File: src/rtl/plcs_pkg.sv
// Shared types, widths and codes for the chained pipeline latency summer.
// No dependencies; imported by every module of the block.
`timescale 1ns / 1ps
`default_nettype none

package plcs_pkg;

  localparam int DEF_MAX_STEPS     = 8;
  localparam int DEF_HISTORY_DEPTH = 16;

  localparam int TS_W        = 63;  // timestamps in ns
  localparam int LAT_IN_W    = 24;  // raw signed latency in us
  localparam int LAT_W       = 23;  // scaled, clamped latency in us
  localparam int LAT_NS_W    = 33;  // scaled latency in ns
  localparam int TOTAL_W     = 25;
  localparam int THR_W       = 24;
  localparam int GAIN_W      = 8;
  localparam int GAIN_FRAC   = 4;   // Q4.4
  localparam int TABLE_STEPS = 8;   // steps covered by the mask and gain registers
  localparam int CFG_IDX_W   = 3;
  localparam int CFG_DATA_W  = 64;

  localparam logic [LAT_W-1:0] LAT_MAX   = '1;
  localparam logic [9:0]       NS_PER_US = 10'd1000;

  localparam logic CMD_RECORD   = 1'b0;
  localparam logic CMD_EVALUATE = 1'b1;

  typedef enum logic [CFG_IDX_W-1:0] {
    REG_STEP_COUNT    = 3'd0,
    REG_WINDOW_LENGTH = 3'd1,
    REG_START_MASK    = 3'd2,
    REG_GAIN_TABLE    = 3'd3,
    REG_OFFSET        = 3'd4,
    REG_THRESHOLD     = 3'd5
  } cfg_reg_t;

  typedef enum logic [1:0] {
    STATUS_OK      = 2'd0,
    STATUS_MISSING = 2'd1,
    STATUS_OVER    = 2'd2
  } status_t;

  typedef struct packed {
    logic [3:0]               step_count;
    logic [4:0]               window_length;
    logic [TABLE_STEPS-1:0]   start_mask;
    logic [CFG_DATA_W-1:0]    gain_table;
    logic signed [THR_W-1:0]  offset_us;
    logic [THR_W-1:0]         threshold_us;
  } cfg_t;

  // controller -> datapath
  typedef struct packed {
    logic capture;    // latch the request fields
    logic rec_scale;  // gain and clamp the sample latency
    logic rec_write;  // push sample into its step history
    logic clear;      // start of evaluate: clear sum, latch missing mask
    logic rd_en;      // read one history entry
    logic load_now;   // start bound from now_ns
    logic take;       // add entry latency, move bound to its start
    logic finish;     // offset, saturate, status, publish
  } dp_cmd_t;

  // datapath -> controller
  typedef struct packed {
    logic hit;        // entry read last cycle ends before the bound
    logic cur_empty;  // current step has no samples
  } dp_stat_t;

  function automatic int idx_w(input int n);
    return (n > 1) ? $clog2(n) : 1;
  endfunction

endpackage

`default_nettype wire

File: src/rtl/plcs_cfg_regs.sv
// Configuration register bank of the chained latency summer.
// Depends on plcs_pkg for the register map and cfg_t.
`timescale 1ns / 1ps
`default_nettype none

module plcs_cfg_regs import plcs_pkg::*; (
  input  logic                  clk,
  input  logic                  rst,
  input  logic                  cfg_valid,
  output logic                  cfg_ready,
  input  logic [CFG_IDX_W-1:0]  cfg_index,
  input  logic [CFG_DATA_W-1:0] cfg_data,
  output cfg_t                  cfg
);

  assign cfg_ready = 1'b1;

  always_ff @(posedge clk) begin
    if (rst) begin
      cfg.step_count    <= 4'd1;
      cfg.window_length <= 5'd16;
      cfg.start_mask    <= '0;
      cfg.gain_table    <= 64'h1010_1010_1010_1010;
      cfg.offset_us     <= '0;
      cfg.threshold_us  <= '0;
    end else if (cfg_valid && cfg_ready) begin
      case (cfg_index)
        REG_STEP_COUNT:    cfg.step_count    <= cfg_data[3:0];
        REG_WINDOW_LENGTH: cfg.window_length <= cfg_data[4:0];
        REG_START_MASK:    cfg.start_mask    <= cfg_data[TABLE_STEPS-1:0];
        REG_GAIN_TABLE:    cfg.gain_table    <= cfg_data;
        REG_OFFSET:        cfg.offset_us     <= $signed(cfg_data[THR_W-1:0]);
        REG_THRESHOLD:     cfg.threshold_us  <= cfg_data[THR_W-1:0];
        default: ;
      endcase
    end
  end

endmodule

`default_nettype wire

File: config.mk
export PLATFORM = sky130hd
export DESIGN_NAME = plcs_cfg_regs
export DESIGN_NICKNAME = d
export VERILOG_FILES = /design/src/rtl/plcs_pkg.sv /design/src/rtl/plcs_cfg_regs.sv
export SDC_FILE = /design/constraint.sdc
export NUM_CORES = 1
export LEC_CHECK = 0
export ABC_AREA = 1
export BUFFER_PORTS_ARGS = -buffer_cell sky130_fd_sc_hd__buf_2
export CAP_MARGIN = 20
export CORE_MARGIN = 3
export CORE_UTILIZATION = 44
export DETAILED_ROUTE_END_ITERATION = 10
export PLACE_DENSITY = 0.77
export SLEW_MARGIN = 5
export SYNTH_ARGS = -nofsm -noshare
export SYNTH_HDL_FRONTEND = slang
export SYNTH_SLANG_ARGS = --single-unit
File: constraint.sdc
create_clock -name clk -period 1.1 [get_ports clk]
set_clock_uncertainty 0.1 [all_clocks]
set_input_delay 0.22 -clock clk [delete_from_list [all_inputs] [get_ports clk]]
set_output_delay 0.22 -clock clk [all_outputs]
set_load 0.01 [all_outputs]
==> results.py <==
metrics = {
    "run_status": {
        "outcome": "finished with violations",
        "violations": "negative setup slack",
    },
    "finish": {
        "final_cells": 1149,
        "largestRegisters": "cfg: 129 flops",
        "layout_commonest_cell": "nor2_1",
        "area_delta_synth_final_pct": 58.7,
        "n_fill_cell": 834,
        "largest_reg_flops": 129,
        "multiInputGateArea_um2": 2180,
        "final_core_util_pct": 72.6,
        "layout-drive-gt1-share_pct": 41.4,
        "seqCellArea_um2": 2740,
        "layout.nets": 1063,
        "final_cell_mix": "nor2_1 (241), nand2_1 (146), nand3_1 (129), dfxtp_2 (129), buf_6 (129)",
        "diodes": 0,
        "regMostFlops": "cfg",
    },
    "logic_synthesis": {
        "netlist_area_um2": 5290,
        "yosysUniqueCellTypes": 15,
        "synth_area_per_cell_um2": 6.88,
        "ys_warn_count": 0,
        "seq_area_frac_synth_pct": 48.8,
        "syn_inst": 770,
        "ys_ff_latch": 129,
        "syn_nets": 840,
    },
    "power_and_ir_drop": {
        "p_per_area_nw_per_um2": 1470,
        "power.internal_mw": 9.47,
        "seqPwrFrac_pct": 40.4,
        "p_clk_share_pct": 47.2,
        "vdd_drop_max_mv": 1.21,
        "p_leak_nw": 4.08,
        "p_sw_share_pct": 23.4,
        "switching_power_mw": 2.90,
        "total_power_mw": 12.4,
        "comb_power_share_pct": 12.3,
    },
    "route": {
        "drc": 0,
        "via_per_inst": 4.93,
        "routedWlPerCell_um": 14.4,
        "routed-via-count": 5660,
        "wl_um": 16600,
        "final_antenna_net_count": 0,
        "drtIter0Drc": 444,
        "drt_pass1_iterations": 5,
    },
    "placed_design": {
        "hpwl_um": 10500,
        "gp_congestion": 0.800,
        "place_inst": 1094,
        "portBuffers": 198,
    },
    "global_route": {
        "grt_overflow": 0,
        "grt_antenna_before_repair": 0,
        "grt_use_total_pct": 24.5,
        "grt_pass1_vias": 5291,
        "grt_first_pass_wirelength_um": 25600,
        "grt_max_degree": 46,
    },
    "timing": {
        "fin_ws_ns": -0.110,
        "final-hold-violation-count": 0,
        "finalCritPeriodShare_pct": 110,
        "max_freq_mhz": 827,
        "setup_viol": 129,
        "period_needed_ns": 1.21,
        "hold_ws_ns": 0.0206,
        "finalMaxSlewViolations": 0,
        "finalSetupTns_ns": -9.02,
        "rsz0062_at_grt": "yes",
    },
    "clocking": {
        "cts.sinks": 129,
        "clk_pin_slew_ns": 0.06,
        "htree_num_levels": 4,
        "clk_latency_ns": 0.42,
        "cts_buffers": 17,
        "tritoncts": "done",
        "cts-root-buf": "clkbuf_16",
        "clockBufferDepth": 2,
    },
    "critical_path": {
        "end_kind": "primary output",
        "worst_ep_required_time_ns": 0.78,
        "cpPeakStageDelay_ns": 0.36,
        "r2r.worst_path.cells": 3,
        "path_class": "flop to primary output",
        "worst_path_max_delay_cell": "dfxtp_2",
        "cpLargestDelayFamily": "flip-flops",
        "r2r-start": "cfg[103]",
        "crit_start": "cfg[0]",
        "rr_endpoint": "cfg[103]",
        "cp_max_fo": 2,
        "worstPathBufferInverterCount": 1,
        "endpoint": "cfg[0]",
        "path_cells": "buf_6",
        "rrSetupSlack_ns": 0.24,
        "cp.arrival_ns": 0.89,
        "critPathLaunchType": "flop",
        "cp.depth": 1,
    },
    "floorplanning": {
        "core_um2": 11600,
        "io_pins": 200,
        "die_w_um": 116,
        "die_y_um": 116,
        "fp-row-count": 39,
        "dieArea_um2": 13400,
        "initial_core_util_pct": 45.8,
    },
    "flow_run": {
        "maxCapViolCount": 0,
    },
    "min_path": {
        "worstHoldPathType": "input port to flop",
    },
}
==> power groups by stage <==
stage | registers [mW] | clock network [mW] | logic [mW]
6_report | 5.00 | 5.84 | 1.52
5_1_grt | 5.01 | 6.14 | 1.67
4_1_cts | 5.00 | 5.94 | 1.49
3_5_place_dp | 5.02 | 0 | 1.27
2_1_floorplan | 5.10 | 0 | 0.640
3_3_place_gp | 5.02 | 0 | 1.26
==> worst register-to-register path, stage by stage (launching register included) <==
cell and delay, ns:
dfxtp_2 0.32, buf_4 0.13, nor2_1 0.13, nor2_1 0.07
==> synthesized netlist by cell type <==
cell type    n  share of area (%)
nor2_8       1               0.38
conb_1       1              0.071
nand2_1    146                 10
dfxtp_1    129                 49
nor2_2       3               0.35
nor2_1     244                 17
buf_1       10               0.71
inv_2        2               0.14
buf_6       10                2.1
nand3_1    129                 12
buf_2       20                1.9
clkbuf_1     5               0.35
inv_1       64                4.5
buf_4        4               0.57
nand2_2      2               0.24
==> repair_timing <==
action | CTS | global route
endpoints found under the hold margin | 11 | 0
setup buffers | 6 | 7
hold buffers | 10 | 0
gates cloned | 0 | 0
setup endpoints to repair | 129 | 135
pin swaps | 0 | 0
gates resized for setup | 262 | 2
==> area by class of cell <==
class / instances / share of cell area [%]
Clock buffer: 23 / 5.93
Clock inverter: 9 / 1.52
Inverter: 66 / 2.98
Multi-Input combinational cell: 526 / 25.9
Sequential cell: 129 / 32.7
Tap cell: 143 / 2.13
Timing Repair Buffer: 253 / 28.9
==> kinds of logic (layout without fill, tap and decap cells) <==
group | count (synthesis) | count (layout) | synth area share [%]
simple gates | 525 | 525 | 40.8
flops | 129 | 129 | 48.8
buf+inv | 115 | 351 | 10.3
other cells | 1 | 1 | 0.0708
==> metrics by stage <==
stage	worst slack (ns)	instance area (µm²)
2_1_floorplan	0.00909	5300
3_3_place_gp	-0.236	6610
3_5_place_dp	-0.277	6610
4_1_cts	-0.114	8340
5_1_grt	-0.133	8400
6_report	-0.110	8400
==> layer usage <==
metal | wire [µm] | vias to the layer above | GRT usage (%)
li1 | - | 2800 | -
met1 | 6600 | 2603 | 28.8
met2 | 8420 | 227 | 41.4
met3 | 1220 | 30 | 7.42
met4 | 335 | 0 | 10.8
met5 | 0 | - | 0
==> how the worst min path moves through the flow <==
stage                 startpoint  cells past startpoint  slack (ns)       end
floorplan            cfg_data[4]                      2        0.23  cfg[124]
global placement         cfg[60]                      2        0.33   cfg[60]
detailed placement  cfg_data[52]                      3        0.34  cfg[100]
CTS                 cfg_data[45]                      5       0.003   cfg[93]
global route        cfg_data[48]                      5        0.02   cfg[96]
finish              cfg_data[43]                      5        0.02   cfg[91]
Power figures use the tool's default switching activity.
