<file path="src/rtl/plcs_pkg.sv">
// Shared types, widths and codes for the chained pipeline latency summer.
// No dependencies; imported by every module of the block.
`timescale 1ns / 1ps
`default_nettype none

package plcs_pkg;

  localparam int DEF_MAX_STEPS     = 8;
  localparam int DEF_HISTORY_DEPTH = 16;

  localparam int TS_W        = 63;  // timestamps in ns
  localparam int LAT_IN_W    = 24;  // raw signed latency in us
  localparam int LAT_W       = 23;  // scaled, clamped latency in us
  localparam int LAT_NS_W    = 33;  // scaled latency in ns
  localparam int TOTAL_W     = 25;
  localparam int THR_W       = 24;
  localparam int GAIN_W      = 8;
  localparam int GAIN_FRAC   = 4;   // Q4.4
  localparam int TABLE_STEPS = 8;   // steps covered by the mask and gain registers
  localparam int CFG_IDX_W   = 3;
  localparam int CFG_DATA_W  = 64;

  localparam logic [LAT_W-1:0] LAT_MAX   = '1;
  localparam logic [9:0]       NS_PER_US = 10'd1000;

  localparam logic CMD_RECORD   = 1'b0;
  localparam logic CMD_EVALUATE = 1'b1;

  typedef enum logic [CFG_IDX_W-1:0] {
    REG_STEP_COUNT    = 3'd0,
    REG_WINDOW_LENGTH = 3'd1,
    REG_START_MASK    = 3'd2,
    REG_GAIN_TABLE    = 3'd3,
    REG_OFFSET        = 3'd4,
    REG_THRESHOLD     = 3'd5
  } cfg_reg_t;

  typedef enum logic [1:0] {
    STATUS_OK      = 2'd0,
    STATUS_MISSING = 2'd1,
    STATUS_OVER    = 2'd2
  } status_t;

  typedef struct packed {
    logic [3:0]               step_count;
    logic [4:0]               window_length;
    logic [TABLE_STEPS-1:0]   start_mask;
    logic [CFG_DATA_W-1:0]    gain_table;
    logic signed [THR_W-1:0]  offset_us;
    logic [THR_W-1:0]         threshold_us;
  } cfg_t;

  // controller -> datapath
  typedef struct packed {
    logic capture;    // latch the request fields
    logic rec_scale;  // gain and clamp the sample latency
    logic rec_write;  // push sample into its step history
    logic clear;      // start of evaluate: clear sum, latch missing mask
    logic rd_en;      // read one history entry
    logic load_now;   // start bound from now_ns
    logic take;       // add entry latency, move bound to its start
    logic finish;     // offset, saturate, status, publish
  } dp_cmd_t;

  // datapath -> controller
  typedef struct packed {
    logic hit;        // entry read last cycle ends before the bound
    logic cur_empty;  // current step has no samples
  } dp_stat_t;

  function automatic int idx_w(input int n);
    return (n > 1) ? $clog2(n) : 1;
  endfunction

endpackage

`default_nettype wire

</file>
<file path="src/rtl/plcs_ctrl.sv">
// Controller of the chained latency summer: sequences record and evaluate
// requests, walks steps last to first and history newest to oldest.
// Depends on plcs_pkg (dp_cmd_t, dp_stat_t, codes).
`timescale 1ns / 1ps
`default_nettype none

module plcs_ctrl import plcs_pkg::*; #(
  parameter int MAX_STEPS     = DEF_MAX_STEPS,
  parameter int HISTORY_DEPTH = DEF_HISTORY_DEPTH
) (
  input  logic                                 clk,
  input  logic                                 rst,
  input  logic                                 start,
  input  logic                                 command,
  output logic                                 busy,
  input  logic [idx_w(MAX_STEPS)-1:0]          last_step,
  input  logic [$clog2(HISTORY_DEPTH+1)-1:0]   cur_fill,
  input  logic [idx_w(HISTORY_DEPTH)-1:0]      cur_wslot,
  input  dp_stat_t                             stat,
  output dp_cmd_t                              cmd,
  output logic [idx_w(MAX_STEPS)-1:0]          cur_step,
  output logic [idx_w(HISTORY_DEPTH)-1:0]      rd_slot
);

  localparam int STEP_W = idx_w(MAX_STEPS);
  localparam int SLOT_W = idx_w(HISTORY_DEPTH);
  localparam int FILL_W = $clog2(HISTORY_DEPTH + 1);
  localparam logic [SLOT_W-1:0] LAST_SLOT = SLOT_W'(HISTORY_DEPTH - 1);

  typedef enum logic [7:0] {
    S_IDLE       = 8'b0000_0001,
    S_REC_SCALE  = 8'b0000_0010,
    S_REC_WRITE  = 8'b0000_0100,
    S_EV_START   = 8'b0000_1000,
    S_EV_LAST    = 8'b0001_0000,
    S_STEP_BEGIN = 8'b0010_0000,
    S_SCAN       = 8'b0100_0000,
    S_FINISH     = 8'b1000_0000
  } state_t;

  state_t state, state_next;
  logic [STEP_W-1:0] cur, cur_next;
  logic [SLOT_W-1:0] ptr, ptr_next;
  logic [FILL_W-1:0] jcnt, jcnt_next;
  logic [FILL_W-1:0] flim, flim_next;
  logic              advance;

  function automatic logic [SLOT_W-1:0] prev_slot(input logic [SLOT_W-1:0] s);
    return (s == '0) ? LAST_SLOT : SLOT_W'(s - 1'b1);
  endfunction

  assign busy     = (state != S_IDLE);
  assign cur_step = cur;

  always_ff @(posedge clk) begin
    if (rst) begin
      state <= S_IDLE;
      cur   <= '0;
      ptr   <= '0;
      jcnt  <= '0;
      flim  <= '0;
    end else begin
      state <= state_next;
      cur   <= cur_next;
      ptr   <= ptr_next;
      jcnt  <= jcnt_next;
      flim  <= flim_next;
    end
  end

  always_comb begin
    state_next = state;
    cur_next   = cur;
    ptr_next   = ptr;
    jcnt_next  = jcnt;
    flim_next  = flim;
    cmd        = '0;
    rd_slot    = ptr;
    advance    = 1'b0;
    case (state)
      S_IDLE: begin
        if (start) begin
          cmd.capture = 1'b1;
          cur_next    = last_step;
          state_next  = (command == CMD_EVALUATE) ? S_EV_START : S_REC_SCALE;
        end
      end
      S_REC_SCALE: begin
        cmd.rec_scale = 1'b1;
        state_next    = S_REC_WRITE;
      end
      S_REC_WRITE: begin
        cmd.rec_write = 1'b1;
        state_next    = S_IDLE;
      end
      S_EV_START: begin
        cmd.clear = 1'b1;
        if (stat.cur_empty) begin
          cmd.load_now = 1'b1;
          advance      = 1'b1;
        end else begin
          cmd.rd_en  = 1'b1;
          rd_slot    = prev_slot(cur_wslot);
          state_next = S_EV_LAST;
        end
      end
      S_EV_LAST: begin
        cmd.take = 1'b1;
        advance  = 1'b1;
      end
      S_STEP_BEGIN: begin
        if (stat.cur_empty) begin
          advance = 1'b1;
        end else begin
          cmd.rd_en  = 1'b1;
          rd_slot    = prev_slot(cur_wslot);
          ptr_next   = prev_slot(prev_slot(cur_wslot));
          jcnt_next  = FILL_W'(1);
          flim_next  = cur_fill;
          state_next = S_SCAN;
        end
      end
      S_SCAN: begin
        // data of the entry requested last cycle is on the read port now
        if (stat.hit) begin
          cmd.take = 1'b1;
          advance  = 1'b1;
        end else if (jcnt == flim) begin
          advance = 1'b1;
        end else begin
          cmd.rd_en = 1'b1;
          rd_slot   = ptr;
          ptr_next  = prev_slot(ptr);
          jcnt_next = jcnt + 1'b1;
        end
      end
      S_FINISH: begin
        cmd.finish = 1'b1;
        state_next = S_IDLE;
      end
      default: state_next = S_IDLE;
    endcase
    if (advance) begin
      if (cur == '0) begin
        state_next = S_FINISH;
      end else begin
        cur_next   = cur - 1'b1;
        state_next = S_STEP_BEGIN;
      end
    end
  end

endmodule

`default_nettype wire

</file>
<file path="config.mk">
export PLATFORM = sky130hd
export DESIGN_NAME = plcs_ctrl
export DESIGN_NICKNAME = d
export VERILOG_FILES = /design/src/rtl/plcs_pkg.sv /design/src/rtl/plcs_ctrl.sv
export SDC_FILE = /design/constraint.sdc
export NUM_CORES = 1
export LEC_CHECK = 0
export BUFFER_PORTS_ARGS = -buffer_cell sky130_fd_sc_hd__clkbuf_2
export CAP_MARGIN = 5
export CORE_MARGIN = 5
export CORE_UTILIZATION = 49
export CTS_CLUSTER_DIAMETER = 200
export DETAILED_ROUTE_END_ITERATION = 8
export PLACE_DENSITY = 0.76
export SETUP_SLACK_MARGIN = 0.5
export SKIP_CTS_REPAIR_TIMING = 1
export SYNTH_ARGS = -nofsm -noshare
export SYNTH_HDL_FRONTEND = slang
export SYNTH_SLANG_ARGS = --single-unit
</file>
<file path="constraint.sdc">
create_clock -name clk -period 2.1 [get_ports clk]
set_input_delay 0.21 -clock clk [delete_from_list [all_inputs] [get_ports clk]]
set_output_delay 0.21 -clock clk [all_outputs]
set_load 0.01 [all_outputs]
</file>
==> reports/qor.yml, run 1 <==
yosysWarnings: 0
hold_start: "command"
cp.arrival_ns: 2.27
synth.top_cells.by_count: "nand2_1 (26), dfxtp_1 (25), a21oi_1 (15)"
dp.cells: 280
worstSetupEndpointType: "output pin"
drt-initial-drc-count: 104
syn_nets: 220
grt_usage: 0.177
synthTopCellsByArea: "dfxtp_1 (31%), nand2_1 (6.1%), ha_1 (5.5%)"
reg2reg_from: "state[6]"
grt_pass1_wl_mm: 6.18
cts.htree.levels: 1
crit_fanout: 3
synth-seq-cells: 25
die-area_um2: 4510
drv_slew: 0
numPortBuffers: 33
io_pins: 34
wl_met3_um: 289
dr.pass1.iters: 4
synthArstFlopShare: 0
placed_cell_area_um2: 1950
final_cells: 294
tightestPinTransition_ns: 0.529
synth_enable_flop_cells: 0
setup_violations: 21
clock_skew_ns: 0.00880
critPathLaunch: "state[6]"
max_freq_mhz: 403
antenna_left: 0
drv_cap: 0
drcViolationCount: 0
drt_wl_total_mm: 4.73
syn2layout_area_growth_pct: 42.9
clock-sinks: 25
syn_avg_cell_area_um2: 8.22
rsz0062_at_grt: "true"
ys.flop_type: "dfxtp_1"
synth-seq-area-share: 0.312
start_kind: "flop"
violations: "setup timing"
p_per_area_nw_per_um2: 426
start_util: 0.517
routedWlPerCell_um: 16.1
crit_required_ns: 1.89
critPathKind: "reg2out"
gp_congestion: 0.947
yosysTopAreaCell: "dfxtp_1"
hp-class: "in2reg"
syn-cell-area_um2: 1600
highest-signal-layer: "met4"
maxSlewHeadroom: 0.647
root_buffer: "clkbuf_4"
clk_latency_ns: 0.33
pre_cts_ws_ns: -0.0875
grt_max_degree: 21
finalHoldViolCount: 0
clk_path_buf_depth: 2
synthCells: 195
fin_util: 0.738
numCtsBuffers: 3
viasPerCell: 5.64
die_h_um: 67.2
finalCritPeriodShare: 1.18
fp.dieW_um: 67.2
ir_drop_mv: 0.291
synth.most_common_cell: "nand2_1"
p_leak_nw: 0.940
overflow: 0
fin_area_um2: 2290
clk_pin_slew_worst_paths_ns: 0.14
final_nets: 276
worst_slack_ns: -0.380
diodes: 0
fillers: 249
antenna_found_initial: 0
status: "finished with violations"
rows: 20
dp.final_hpwl_mm: 2.96
grt_pass1_vias: 1397
vias: 1657
core_um2: 3100
wl_met1_mm: 2.04
drive_gt1_frac: 0.464
cts_tree: "yes"
yosysTopAreaCellShare: 0.312
post-route-min-period_ns: 2.48
synth.distinct_cells: 48
route.met2.wl_mm: 2.31
==> layer usage <==
layer	vias up	GRT usage
met5	-	0
met4	0	0.0608
met3	10	0.0183
met2	58	0.281
met1	757	0.249
li1	832	-
==> cell usage in the layout (no fill, tap or decap), drive strengths merged, types with 3 or more instances in the layout <==
cell / synthesis / layout
and2: 3 / 3
nor2: 13 / 13
dfxtp: 25 / 25
o211ai: 5 / 5
or3: 4 / 4
nand2b: 7 / 7
a311oi: 6 / 6
nand3: 7 / 7
buf: 3 / 30
xnor2: 7 / 7
o31ai: 4 / 4
nor4: 3 / 3
ha: 7 / 7
o21ai: 3 / 3
o311ai: 3 / 3
mux2: 3 / 3
inv: 11 / 11
a21oi: 15 / 15
nand2: 26 / 26
clkbuf: 5 / 33
nor3: 7 / 7
==> flip-flops by register name, indices dropped and copies added, names as in the netlist <==
| name | cells |
|---|---|
| flim | 5 |
| state | 8 |
| cur_step | 3 |
| ptr | 4 |
| jcnt | 5 |
==> power breakdown <==
part	internal [mW]	switching (mW)
clock network	0.0747	0.150
registers	0.484	0.0118
logic	0.119	0.137
==> path summary, 6_finish.rpt <==
| path | to | slack (ns) | cells past startpoint |
|---|---|---|---|
| worst max-delay path | rd_slot[2] | -0.38 | 5 |
| worst min-delay path | state[1] | 0.04 | 2 |
| worst max register to register | ptr[1] | -0.25 | 5 |
| worst min register to register | flim[3] | 0.49 | 2 |
==> layout make-up <==
class,count,area (um2),share of cell area
multi-input cells,151,1250,0.545
flip-flops and latches,25,510,0.223
repair buffers,59,410,0.179
well taps,44,55.1,0.0240
inverters,11,41.3,0.0180
clock buffers,4,26.3,0.0115
==> cells by family after synthesis <==
group / count (synthesis) / synth area share
adder cells (fa/ha/maj): 7 / 0.0546
buffers and inverters: 19 / 0.0515
flip-flops: 25 / 0.312
AND/OR/NAND/NOR: 81 / 0.279
multiplexers: 5 / 0.0336
XOR/XNOR: 8 / 0.0437
AO/OA/AOI/OAI: 50 / 0.226
==> worst max-delay path, cell delays in order (launching register included) <==
cell and delay, ns:
dfxtp_2 0.35, or4_4 0.54, or3_4 0.38, nor3_4 0.19, mux2_2 0.36, clkbuf_2 0.12
==> stage by stage <==
step | hold WS (ns) | setup TNS (ns) | total power, mW
3_3_place_gp | 0.399 | -0.226 | 0.694
3_5_place_dp | 0.400 | -0.365 | 0.697
4_1_cts | 0.0418 | -3.04 | 0.911
6_report | 0.0450 | -4.08 | 0.977
2_1_floorplan | 0.288 | -0.741 | 0.624
5_1_grt | 0.0419 | -5.27 | 1.01
Note: power is estimated with default switching activity, not from simulation.
==> run 2: changes to the inputs <==
--- a/config.mk
+++ b/config.mk
@@ -8,10 +8,10 @@
 export BUFFER_PORTS_ARGS = -buffer_cell sky130_fd_sc_hd__clkbuf_2
 export CAP_MARGIN = 5
 export CORE_MARGIN = 5
-export CORE_UTILIZATION = 49
+export CORE_UTILIZATION = 55
 export CTS_CLUSTER_DIAMETER = 200
 export DETAILED_ROUTE_END_ITERATION = 8
-export PLACE_DENSITY = 0.76
+export PLACE_DENSITY = 0.8
 export SETUP_SLACK_MARGIN = 0.5
 export SKIP_CTS_REPAIR_TIMING = 1
 export SYNTH_ARGS = -nofsm -noshare
==> constraint.sdc (replaced) <==
create_clock -name clk -period 3 [get_ports clk]
set_input_delay 0.3 -clock clk [delete_from_list [all_inputs] [get_ports clk]]
set_output_delay 0.3 -clock clk [all_outputs]
set_load 0.01 [all_outputs]
==> reports/qor.yml, run 2 (synthesis gave the netlist of run 1 again) <==
root_buffer: "clkbuf_4"  # unchanged
fin_util: 0.668  # was 0.738
ff2ff_path_depth: 5  # unchanged
clk_pin_slew_worst_paths_ns: 0.14  # about the same
crit_chain: "or4_4 -> or3_4 -> nor3_4 -> mux2_2 -> clkbuf_2"  # unchanged
drv_slew: 0  # unchanged
drcViolationCount: 0  # unchanged
finalHoldViolCount: 0  # unchanged
cts.htree.levels: 1  # unchanged
clk_path_buf_depth: 2  # unchanged
critPathKind: "reg2out"  # unchanged
final_common_cell: "clkbuf_2"  # unchanged
p_seq_frac: 0.549  # was 0.507
final_cell_mix: "clkbuf_2 (31), nand2_1 (25), dfxtp_1 (23)"  # was clkbuf_2 (29), dfxtp_1 (19), nand2_1 (18)
clock_skew_ns: 0.00779  # was 0.00880 ns
dr.pass1.iters: 4  # unchanged
dp.final_hpwl_mm: 2.81  # was 2.96 mm
numCtsBuffers: 3  # unchanged
grt_usage: 0.182  # was 0.177
p_comb_frac: 0.200  # was 0.263
p_leak_nw: 0.779  # was 0.940 nW
max_freq_mhz: 363
pwr-share-clk: 0.250  # was 0.230
fp.dieW_um: 64.0  # was 67.2 um
grt_max_degree: 21  # unchanged
regMostFlops: "state"  # unchanged
maxSlewHeadroom: 0.589  # was 0.647
ir_drop_mv: 0.357  # was 0.291 mV
setup_violations: 0  # was 21
drive_gt1_frac: 0.249  # was 0.464
core_um2: 2780  # was 3100 um2
vias: 1617  # was 1657
worstSetupEndpointType: "output pin"  # unchanged
gp_congestion: 0.860  # was 0.947
p_per_area_nw_per_um2: 340  # was 426 nW/um2
finalCritPeriodShare: 0.917
tightestPinTransition_ns: 0.608  # was 0.529 ns
clk_latency_ns: 0.32  # was 0.33 ns
fin_tns_setup_ns: 0  # was -4.08 ns
syn2layout_area_growth_pct: 16.0  # was 42.9%
diodes: 0  # unchanged
cts_tree: "yes"  # unchanged
die-area_um2: 4090  # was 4510 um2
final_nets: 255  # was 276
grt_pass1_vias: 1449  # was 1397
regToRegSetupSlack_ns: 0.65  # was -0.25 ns
drv_cap: 0  # unchanged
viasPerCell: 6.22  # was 5.64
antenna_found_initial: 0  # unchanged
antenna_left: 0  # unchanged
cp.arrival_ns: 2.45  # was 2.27 ns
endpoint: "rd_slot[2]"  # unchanged
swShare: 0.297  # was 0.306
grt_pass1_wl_mm: 6.33  # was 6.18 mm
routedWlPerCell_um: 14.7  # was 16.1 um
numPortBuffers: 33  # unchanged
rsz0062_at_grt: "true"  # unchanged
status: "completed"  # was finished with violations
drt-initial-drc-count: 140  # was 104
drt_wl_total_mm: 3.81  # was 4.73 mm
largest_reg_flops: 8  # unchanged
post-route-min-period_ns: 2.75
start_kind: "flop"  # unchanged
clock-sinks: 25  # unchanged
slowest_delay_ns: 0.55  # was 0.54 ns
hold_ws_ns: 0.148  # was 0.0450 ns
hp-class: "in2reg"  # unchanged
reg_top3: "state: 8 flops, flim: 5 flops, jcnt: 5 flops"  # unchanged
io_pins: 34  # unchanged
internal-power_mw: 0.444  # was 0.678 mW
slowest_stage: "or4_4"  # unchanged
rows: 19  # was 20
crit_required_ns: 2.70  # was 1.89 ns
reg2reg_from: "state[6]"  # unchanged
overflow: 0  # unchanged
critPathLaunch: "state[6]"  # unchanged
die_h_um: 64.0  # was 67.2 um
power.switching_mw: 0.188  # was 0.299 mW
crit_fanout: 6  # was 3
r2r_end: "ptr[1]"  # unchanged
start_util: 0.576  # was 0.517
run 2: cell types whose count changed in the layout (fill, tap and decap cells not counted), moves of 6 or more:
| cell | before | now |
|---|---|---|
| nand2_1 | 18 | 25 |
| buf_4 | 16 | 5 |
| nand2_2 | 7 | 1 |
| buf_6 | 12 | 0 |
| a21oi_1 | 8 | 15 |
| a21oi_2 | 7 | 0 |
run 2: power groups by stage:
stage / combinational (mW) / clock (mW) / sequential [mW]
after detailed placement: 0.116 / 0 / 0.354
after global routing: 0.141 / 0.182 / 0.349
after CTS: 0.116 / 0.160 / 0.347
after floorplan: 0.0765 / 0 / 0.354
final: 0.127 / 0.158 / 0.347
after global placement: 0.113 / 0 / 0.354
run 2: stage by stage:
step | instance area (um2) | worst slack, ns | cells | total power, mW
after floorplan | 1600 | 0.670 | 195 | 0.431
after global placement | 1770 | 0.529 | 252 | 0.466
after detailed placement | 1770 | 0.468 | 252 | 0.470
after CTS | 1800 | 0.0922 | 256 | 0.624
after global routing | 1860 | 0.156 | 260 | 0.673
final | 1860 | 0.249 | 260 | 0.632
run 2: per-layer routing:
layer,GRT usage,wire [um],vias up
met3,0.0263,247,6
met4,0.0494,49,0
met5,0,0,-
li1,-,-,793
met1,0.241,1620,768
met2,0.307,1890,50
run 2: how the worst min path moves through the flow:
stage / cells after the start / startpoint / to
final: 2 / command / state[1]
after CTS: 2 / command / state[1]
after floorplan: 1 / command / state[1]
after global placement: 2 / flim[0] / flim[0]
after detailed placement: 2 / flim[3] / flim[3]
after global routing: 2 / command / state[1]
run 2: area by class of cell:
| cell class | instances | area [um2] |
|---|---|---|
| clock inverters | 1 | 7.51 |
| inverters | 11 | 41.3 |
| well taps | 31 | 38.8 |
| repair buffers | 38 | 203 |
| multi-input cells | 151 | 1040 |
| clock buffers | 3 | 22.5 |
| fillers | 241 | 922 |
| flip-flops and latches | 25 | 503 |
run 2: worst max-delay path: cells and delay by family (launching register included):
kind                   cells  cell delay (ns)
DFF                        1             0.37
buffers and inverters      1             0.13
muxes                      1             0.37
and+or+nand+nor            3             1.27
==> run 3: changes to the inputs <==
--- a/config.mk
+++ b/config.mk
@@ -5,13 +5,14 @@
 export SDC_FILE = /design/constraint.sdc
 export NUM_CORES = 1
 export LEC_CHECK = 0
-export BUFFER_PORTS_ARGS = -buffer_cell sky130_fd_sc_hd__clkbuf_2
+export BUFFER_PORTS_ARGS = -buffer_cell sky130_fd_sc_hd__buf_2
 export CAP_MARGIN = 5
 export CORE_MARGIN = 5
 export CORE_UTILIZATION = 55
 export CTS_CLUSTER_DIAMETER = 200
 export DETAILED_ROUTE_END_ITERATION = 8
 export PLACE_DENSITY = 0.8
+export REMOVE_ABC_BUFFERS = 1
 export SETUP_SLACK_MARGIN = 0.5
 export SKIP_CTS_REPAIR_TIMING = 1
 export SYNTH_ARGS = -nofsm -noshare
==> reports/qor.yml, run 3 (synthesis gave the netlist of run 1 again) <==
io_pins: 34  # unchanged
ir_drop_mv: 0.306  # was 0.357 mV
ff2ff_path_depth: 5  # unchanged
crit_buf_inv: 1  # unchanged
routedWlPerCell_um: 15.1  # was 14.7 um
fp.dieW_um: 64.0  # unchanged
clock-sinks: 25  # unchanged
critPathTopFamily: "simple AND/OR/NAND/NOR gates"  # unchanged
dr.pass1.iters: 4  # unchanged
reg_top3: "state: 8 flops, flim: 5 flops, jcnt: 5 flops"  # unchanged
max_freq_mhz: 371  # was 363 MHz
p_per_area_nw_per_um2: 339  # was 340 nW/um2
worst_slack_ns: 0.303  # was 0.249 ns
clk_path_buf_depth: 2  # unchanged
reg2reg_from: "state[6]"  # unchanged
hp-class: "in2reg"  # unchanged
die_h_um: 64.0  # unchanged
power.switching_mw: 0.191  # was 0.188 mW
grt_pass1_vias: 1452  # was 1449
largest_reg_flops: 8  # unchanged
setup_violations: 0  # unchanged
fin_tns_setup_ns: 0  # unchanged
rsz0062_at_grt: "true"  # unchanged
slowest_stage: "or4_4"  # unchanged
pre_cts_ws_ns: 0.455  # was 0.468 ns
p_total_mw: 0.633  # was 0.632 mW
pwr-share-clk: 0.256  # was 0.250
clock_skew_ns: 0.00757  # was 0.00779 ns
maxSlewHeadroom: 0.555  # was 0.589
grt_usage: 0.191  # was 0.182
regMostFlops: "state"  # unchanged
start_util: 0.576  # unchanged
hold_ws_ns: 0.131  # was 0.148 ns
crit_required_ns: 2.70  # about the same
crit_fanout: 6  # unchanged
critPathKind: "reg2out"  # unchanged
numPortBuffers: 33  # unchanged
multiInputGateArea_um2: 1040  # unchanged
hold_path_depth: 2  # unchanged
internal-power_mw: 0.442  # was 0.444 mW
cts_tree: "yes"  # unchanged
drv_cap: 0  # unchanged
drcViolationCount: 0  # unchanged
core_um2: 2780  # unchanged
worstSetupEndpointType: "output pin"  # unchanged
vias: 1542  # was 1617
tightestPinTransition_ns: 0.663  # was 0.608 ns
clk_pin_slew_worst_paths_ns: 0.15  # was 0.14 ns
root_buffer: "clkbuf_4"  # unchanged
critPathLaunch: "state[6]"  # unchanged
regToRegSetupSlack_ns: 0.64  # was 0.65 ns
crit_chain: "or4_4 -> or3_4 -> nor3_4 -> mux2_2 -> buf_2"  # was or4_4 -> or3_4 -> nor3_4 -> mux2_2 -> clkbuf_2
drv_slew: 0  # unchanged
cp.arrival_ns: 2.40  # was 2.45 ns
slowest_delay_ns: 0.54  # was 0.55 ns
cp.depth: 5  # unchanged
antenna_found_initial: 0  # unchanged
rows: 19  # unchanged
numCtsBuffers: 3  # unchanged
die-area_um2: 4090  # unchanged
final_nets: 256  # was 255
final_cells: 261  # was 260
r2r_end: "ptr[1]"  # unchanged
diodes: 0  # unchanged
dp.final_hpwl_mm: 2.95  # was 2.81 mm
swShare: 0.301  # was 0.297
antenna_left: 0  # unchanged
p_leak_nw: 0.786  # was 0.779 nW
cts.htree.levels: 1  # unchanged
final_cell_mix: "buf_2 (33), nand2_1 (26), dfxtp_1 (23)"  # was clkbuf_2 (31), nand2_1 (25), dfxtp_1 (23)
post-route-min-period_ns: 2.70  # was 2.75 ns
viasPerCell: 5.91  # was 6.22
grt_max_degree: 21  # unchanged
drt-initial-drc-count: 152  # was 140
start_kind: "flop"  # unchanged
finalCritPeriodShare: 0.899  # was 0.917
drt_wl_total_mm: 3.94  # was 3.81 mm
finalHoldViolCount: 0  # unchanged
fillers: 229  # was 241
gp_congestion: 0.850  # was 0.860
regArea_um2: 505  # was 503 um2
p_seq_frac: 0.548  # was 0.549
dp.cells: 252  # unchanged
syn2layout_area_growth_pct: 16.6  # was 16.0%
drive_gt1_frac: 0.248  # was 0.249
grt_pass1_wl_mm: 6.51  # was 6.33 mm
clk_latency_ns: 0.33  # was 0.32 ns
overflow: 0  # unchanged
status: "completed"  # unchanged
endpoint: "rd_slot[2]"  # unchanged
final_common_cell: "buf_2"  # was clkbuf_2
p_comb_frac: 0.196  # was 0.200
-- run 3: area by class of cell --
type,count,share of cell area
multi-input cells,151,0.558
flip-flops and latches,25,0.270
repair buffers,39,0.112
inverters,11,0.0221
well taps,31,0.0207
clock buffers,3,0.0120
clock inverters,1,0.00402
-- run 3: worst min path at each step --
stage	start	to	slack, ns
after floorplan	rst	cur_step[0]	0.37
after global placement	flim[0]	flim[0]	0.46
after detailed placement	flim[1]	flim[1]	0.47
after CTS	command	state[1]	0.13
after global routing	command	state[1]	0.1
final	command	state[1]	0.13
-- run 3: power by group through the flow --
stage | Combinational, mW | Sequential (mW) | Clock (mW)
floorplan | 0.0719 | 0.355 | 0
global placement | 0.113 | 0.354 | 0
detailed placement | 0.116 | 0.355 | 0
CTS | 0.116 | 0.348 | 0.164
global route | 0.138 | 0.349 | 0.184
finish | 0.124 | 0.347 | 0.162
-- run 3: layer usage --
metal | vias to the layer above | share of wire | track usage
li1 | 790 | - | -
met1 | 701 | 0.44 | 0.249
met2 | 45 | 0.49 | 0.310
met3 | 6 | 0.052 | 0.0350
met4 | 0 | 0.018 | 0.0753
met5 | - | 0 | 0
-- run 3: per-stage QoR --
stage               utilization  cell area, um2
floorplan                     -            1560
global placement          0.637            1770
detailed placement        0.637            1770
CTS                       0.648            1800
global route              0.672            1870
finish                    0.672            1870
